**src/rtl/core/indexed_min_heap_decrement_unit_macros.svh**
```systemverilog
// Assertion macros for the indexed min-heap unit
`ifndef INDEXED_MIN_HEAP_DECREMENT_UNIT_MACROS_SVH
`define INDEXED_MIN_HEAP_DECREMENT_UNIT_MACROS_SVH

// same-cycle implication, sampled on clk, off while rst_n is low
`define IHD_ASSERT_NOW(label, ante, cons) \
  label: assert property (@(posedge clk) disable iff (!rst_n) (ante) |-> (cons)) \
    else $error("heap unit check failed");

// next-cycle implication, sampled on clk, off while rst_n is low
`define IHD_ASSERT_NEXT(label, ante, cons) \
  label: assert property (@(posedge clk) disable iff (!rst_n) (ante) |=> (cons)) \
    else $error("heap unit check failed");

`endif

```
**src/rtl/core/ihd_ram.sv**
```systemverilog
// Generic single-write, single-read RAM with registered read data
`default_nettype none

module ihd_ram #(
  parameter int WIDTH = 8,
  parameter int DEPTH = 2
) (
  input  wire logic                     clk,
  input  wire logic                     we,
  input  wire logic [$clog2(DEPTH)-1:0] waddr,
  input  wire logic [WIDTH-1:0]         wdata,
  input  wire logic [$clog2(DEPTH)-1:0] raddr,
  output      logic [WIDTH-1:0]         rdata
);

  logic [WIDTH-1:0] mem_r [DEPTH];

  always_ff @(posedge clk) begin
    if (we) begin
      mem_r[waddr] <= wdata;
    end
    rdata <= mem_r[raddr];
  end

endmodule

`default_nettype wire

```
**config.mk**
```make
export PLATFORM = sky130hd
export DESIGN_NAME = ihd_ram
export DESIGN_NICKNAME = d
export VERILOG_FILES = /design/src/rtl/core/indexed_min_heap_decrement_unit_macros.svh /design/src/rtl/core/ihd_ram.sv
export SDC_FILE = /design/constraint.sdc
export NUM_CORES = 1
export LEC_CHECK = 0
export BUFFER_PORTS_ARGS = -buffer_cell sky130_fd_sc_hd__buf_2
export CAP_MARGIN = 25
export CORE_ASPECT_RATIO = 1.25
export CORE_MARGIN = 8
export CORE_UTILIZATION = 48
export CTS_CLUSTER_DIAMETER = 150
export DETAILED_ROUTE_END_ITERATION = 6
export PLACE_DENSITY = 0.73
export SYNTH_ARGS = -nofsm -noshare
export SYNTH_HDL_FRONTEND = slang
export SYNTH_SLANG_ARGS = --single-unit
```
**constraint.sdc**
```tcl
create_clock -name clk -period 1.2 [get_ports clk]
set_input_delay 0.12 -clock clk [delete_from_list [all_inputs] [get_ports clk]]
set_output_delay 0.12 -clock clk [all_outputs]
set_load 0.02 [all_outputs]
```
; Word level (Yosys, flattened, before mapping)
; Memories as Yosys holds them, arrays and structs flattened. A register that Yosys moved wholly into a read port is not among the register bits.
; Index checks and enable logic that the tools add are counted.
[classes]
n_reduce_logical = 0
bitwise_logic = 0
addsub = 0
div_mod_pow = 0
eq_ne = 0
magnitude_cmp = 0
muxes = 2
multipliers = 0
n_shift = 0
[op_table]
columns = op, n
row1 = $mux W1, 2
[totals]
mem_bits_rw = 16
rom_bits = 0
reg_bits = 0
inputBits = 12
wordCells = 3
mem_count = 1
latchBits = 0
out_inout_bits = 8
[mem_list]
columns = name, words, word_bits, read_ports, rd_clocked_by_memory_dff, write_ports, line
row1 = mem_r, 2, 8, 1, 1, 1, ihd_ram.sv:16  ; logic [WIDTH-1:0] mem_r [DEPTH];

; Longest topological paths before layout
[depth]
depth_word = 2
mapped_depth = 2
depth_no_buf = 1

; Worst setup path before layout
; No wires, ideal clock.
[synth_timing]
path_type = input-to-reg
from = input port we
to = memory mem_r[0][0] (enable)
path_stages = 1
slack_ns = 0.287
setup_time_ns = 0.373
t_arrival_ns = 0.540
n_path_buf = 0
path_cell_list = nor2b_1
[synth_between]
elab_chain_cells = 2
[synth_lines]
columns = item, line
row1 = start: declaration, ihd_ram.sv:9  ; input wire logic we,
row2 = $mux W1, ihd_ram.sv:19  ; if (we) begin
row3 = $mux W1 (implied by the code), ihd_ram.sv:20  ; mem_r[waddr] <= wdata;
row4 = end: declaration, ihd_ram.sv:16
; Every way passes these cells.

; Final worst setup path
[layout_timing]
from = register rdata[3] (read register of mem_r)
to = output port rdata[3]
[layout_rtl]
columns = item, line
row1 = start: declaration, ihd_ram.sv:13  ; output logic [WIDTH-1:0] rdata
; No word-level cell between the ends.

==> impl_metrics.env <==
export IMPL_power_leakage_nw=0.4169
export IMPL_portBuffers=19
export IMPL_ir_worst_vdd_mv=0.9194
export IMPL_vias=381
export IMPL_r2r_end="rdata[3]"
export IMPL_worst_path_buf_inv=1
export IMPL_seq_area_frac_synth_pct=81.66
export IMPL_first_pass_iters=3
export IMPL_finalSetupViolations=0
export IMPL_dp_slack_ps=299.5
export IMPL_routed_wl_mm=1.014
export IMPL_layout_drive_gt1_share_pct=46.97
export IMPL_p_clk_share_pct=22.9
export IMPL_start_util_pct=50.24
export IMPL_drtIter0Drc=1
export IMPL_status="completed"
export IMPL_ant_nets=0
export IMPL_die_h_um=61.20
export IMPL_r2r_slack_ps=450
export IMPL_core_mm2=0.001562
export IMPL_clockBufferDepth=2
export IMPL_drt_vias_per_instance=4.536
export IMPL_finalCritPeriodShare_pct=75.08
export IMPL_drc_errors=0
export IMPL_p_sw_share_pct=20.42
export IMPL_slew_viol_final=0
export IMPL_hold_viol_final=0
export IMPL_final_util_pct=64.34
export IMPL_synthDistinctLibCells=6
export IMPL_grt_setup_unrepaired="no"
export IMPL_synth_edf_count=16
export IMPL_cap_violations=0
export IMPL_tritoncts="done"
export IMPL_syn_to_final_growth_pct=28.07
export IMPL_synth_common_cells="16 x edfxtp_1, 8 x dfxtp_1, 8 x mux2_4"
export IMPL_p_comb_share_pct=10.9
export IMPL_setup_tns_ps=0
export IMPL_worstPathMaxFanout=1
export IMPL_crit_arrival_ps=780
export IMPL_cts_root_buf="clkbuf_4"
export IMPL_worstSetupPathType="reg -> out"
export IMPL_netlist_area_um2=784.5
export IMPL_worst_pin_slew_ps=353.0
export IMPL_instances_no_fill=84
export IMPL_syn_avg_cell_area_um2=22.41
export IMPL_cpPeakStageDelay_ps=330
export IMPL_r2r_cells=1
export IMPL_cts_buffers=3
export IMPL_synthMostInstantiatedCell="edfxtp_1"
export IMPL_antenna_found_initial=0
export IMPL_yosys_warnings=0
export IMPL_max_slew_margin_rel_pct=76.46
export IMPL_cp_data_required_time_ps=1080
export IMPL_finalWorstSetupSlack_ps=299.0
export IMPL_diodes=0
export IMPL_ys_ff_latch=24
export IMPL_clk_latency_ps=300
export IMPL_power_total_mw=1.448
export IMPL_grt_max_degree=14
export IMPL_synth_area_leaders="edfxtp_1 61%, dfxtp_1 20%, mux2_4 15%"
export IMPL_reg2reg_from="mem_r[0][3]"
export IMPL_place_gp_congestion=0.6200
export IMPL_die_x_um=52.16
export IMPL_path_delay_family="flip-flops"
export IMPL_cp_start_kind="register"
export IMPL_crit_start="rdata[3]"
export IMPL_timing_fmax_ghz=1.110
export IMPL_synth_top_area_share_pct=61.24
export IMPL_powerDensity_mw_per_mm2=1442
export IMPL_clk_pin_slew_worst_paths_ps=120
export IMPL_design_die_area_mm2=0.003192
export IMPL_synth_nets=47
export IMPL_track_usage_pct=6.334
export IMPL_rows=16
export IMPL_hp_class="in -> reg"
export IMPL_grt_pass1_wl_mm=1.462
export IMPL_wl_per_cell_um=12.07
export IMPL_seqPwrFrac_pct=66.2
export IMPL_dp_cells=72
export IMPL_path_cells="buf_2"
export IMPL_worst_setup_path_end_kind="output port"
export IMPL_yosysTopAreaCell="edfxtp_1"
export IMPL_grt_ovfl_total=0
export IMPL_cp_depth=1
export IMPL_pin_count=20
export IMPL_endpoint="rdata[3]"
export IMPL_critical_path_slowest_cell="dfxtp_1"
export IMPL_p_int_mw=1.153
export IMPL_postSynth_asyncResetShare_pct=0
export IMPL_synth_main_ff_cell="edfxtp_1"
export IMPL_synth_cells=35
export IMPL_p_sw_mw=0.2958
export IMPL_fin_crit_ps=901.0
export IMPL_cts_setup_buffers=0
export IMPL_grt_pass1_vias=367
export IMPL_skew_ps=6.005
export IMPL_cts_htree_levels=1
export IMPL_layout_nets=79
export IMPL_cts_sinks=24
[flip-flops by register name, summed over array words and instances (netlist names)]
name	count
mem_r	16
rdata	8
[placed cells by master (no fill, tap or decap)]
master and n:
buf_2 19, edfxtp_1 16, mux2_4 8, dlygate4sd3_1 8, dfxtp_1 8, clkbuf_4 3
nor2b_1 1, and2_1 1, clkinv_1 1, buf_4 1
[metal layers]
metal / vias to the layer above / routed length (µm) / GRT usage (%)
met5: - / 0 / 0
met4: 0 / 17 / 4.444
met3: 2 / 149 / 4.831
met2: 20 / 419 / 9.450
met1: 167 / 427 / 5.848
li1: 192 / - / -
[cell type report]
| class | instances | area, µm² |
|---|---|---|
| Clock inverter | 1 | 3.754 |
| Clock buffer | 3 | 22.52 |
| Fill cell | 125 | 556.8 |
| Timing Repair Buffer | 28 | 182.7 |
| Tap cell | 18 | 22.52 |
| Sequential cell | 24 | 640.6 |
| Multi-Input combinational cell | 10 | 132.6 |
[through the flow]
stage,instance area (µm²),hold slack [ps]
4_1_cts,994.7,1.628
5_1_grt,1005,241.9
6_report,1005,236.5
2_1_floorplan,784.5,218.9
3_3_place_gp,898.4,309.9
3_5_place_dp,898.4,310.7
[worst min path at each step]
stage	from	endpoint	slack (ps)	depth (start not counted)
floorplan	wdata[0]	mem_r[0][0]	220	0
global placement	wdata[1]	mem_r[0][1]	310	1
detailed placement	wdata[4]	mem_r[1][4]	310	1
CTS	wdata[6]	mem_r[0][6]	2	1
global route	raddr	rdata[7]	240	2
finish	raddr	rdata[3]	240	2
[cells by family after synthesis]
| family | Yosys count | share of synthesized area [%] |
|---|---|---|
| buf+inv | 1 | 1.435 |
| flops | 24 | 81.66 |
| mux | 8 | 15.31 |
| simple gates | 2 | 1.596 |
[power groups by stage]
| stage | clock network [mW] | logic [mW] | registers (mW) |
|---|---|---|---|
| after global routing | 0.369 | 0.170 | 0.964 |
| after global placement | 0 | 0.138 | 0.978 |
| after CTS | 0.346 | 0.157 | 0.960 |
| final | 0.331 | 0.158 | 0.959 |
| after detailed placement | 0 | 0.140 | 0.980 |
| after floorplan | 0 | 0.0569 | 1.01 |
[timing repair]
item,CTS,global route
hold buffers,7,1
endpoints found under the hold margin,14,2
gates resized for setup,0,0
(Power assumes the default switching activity.)
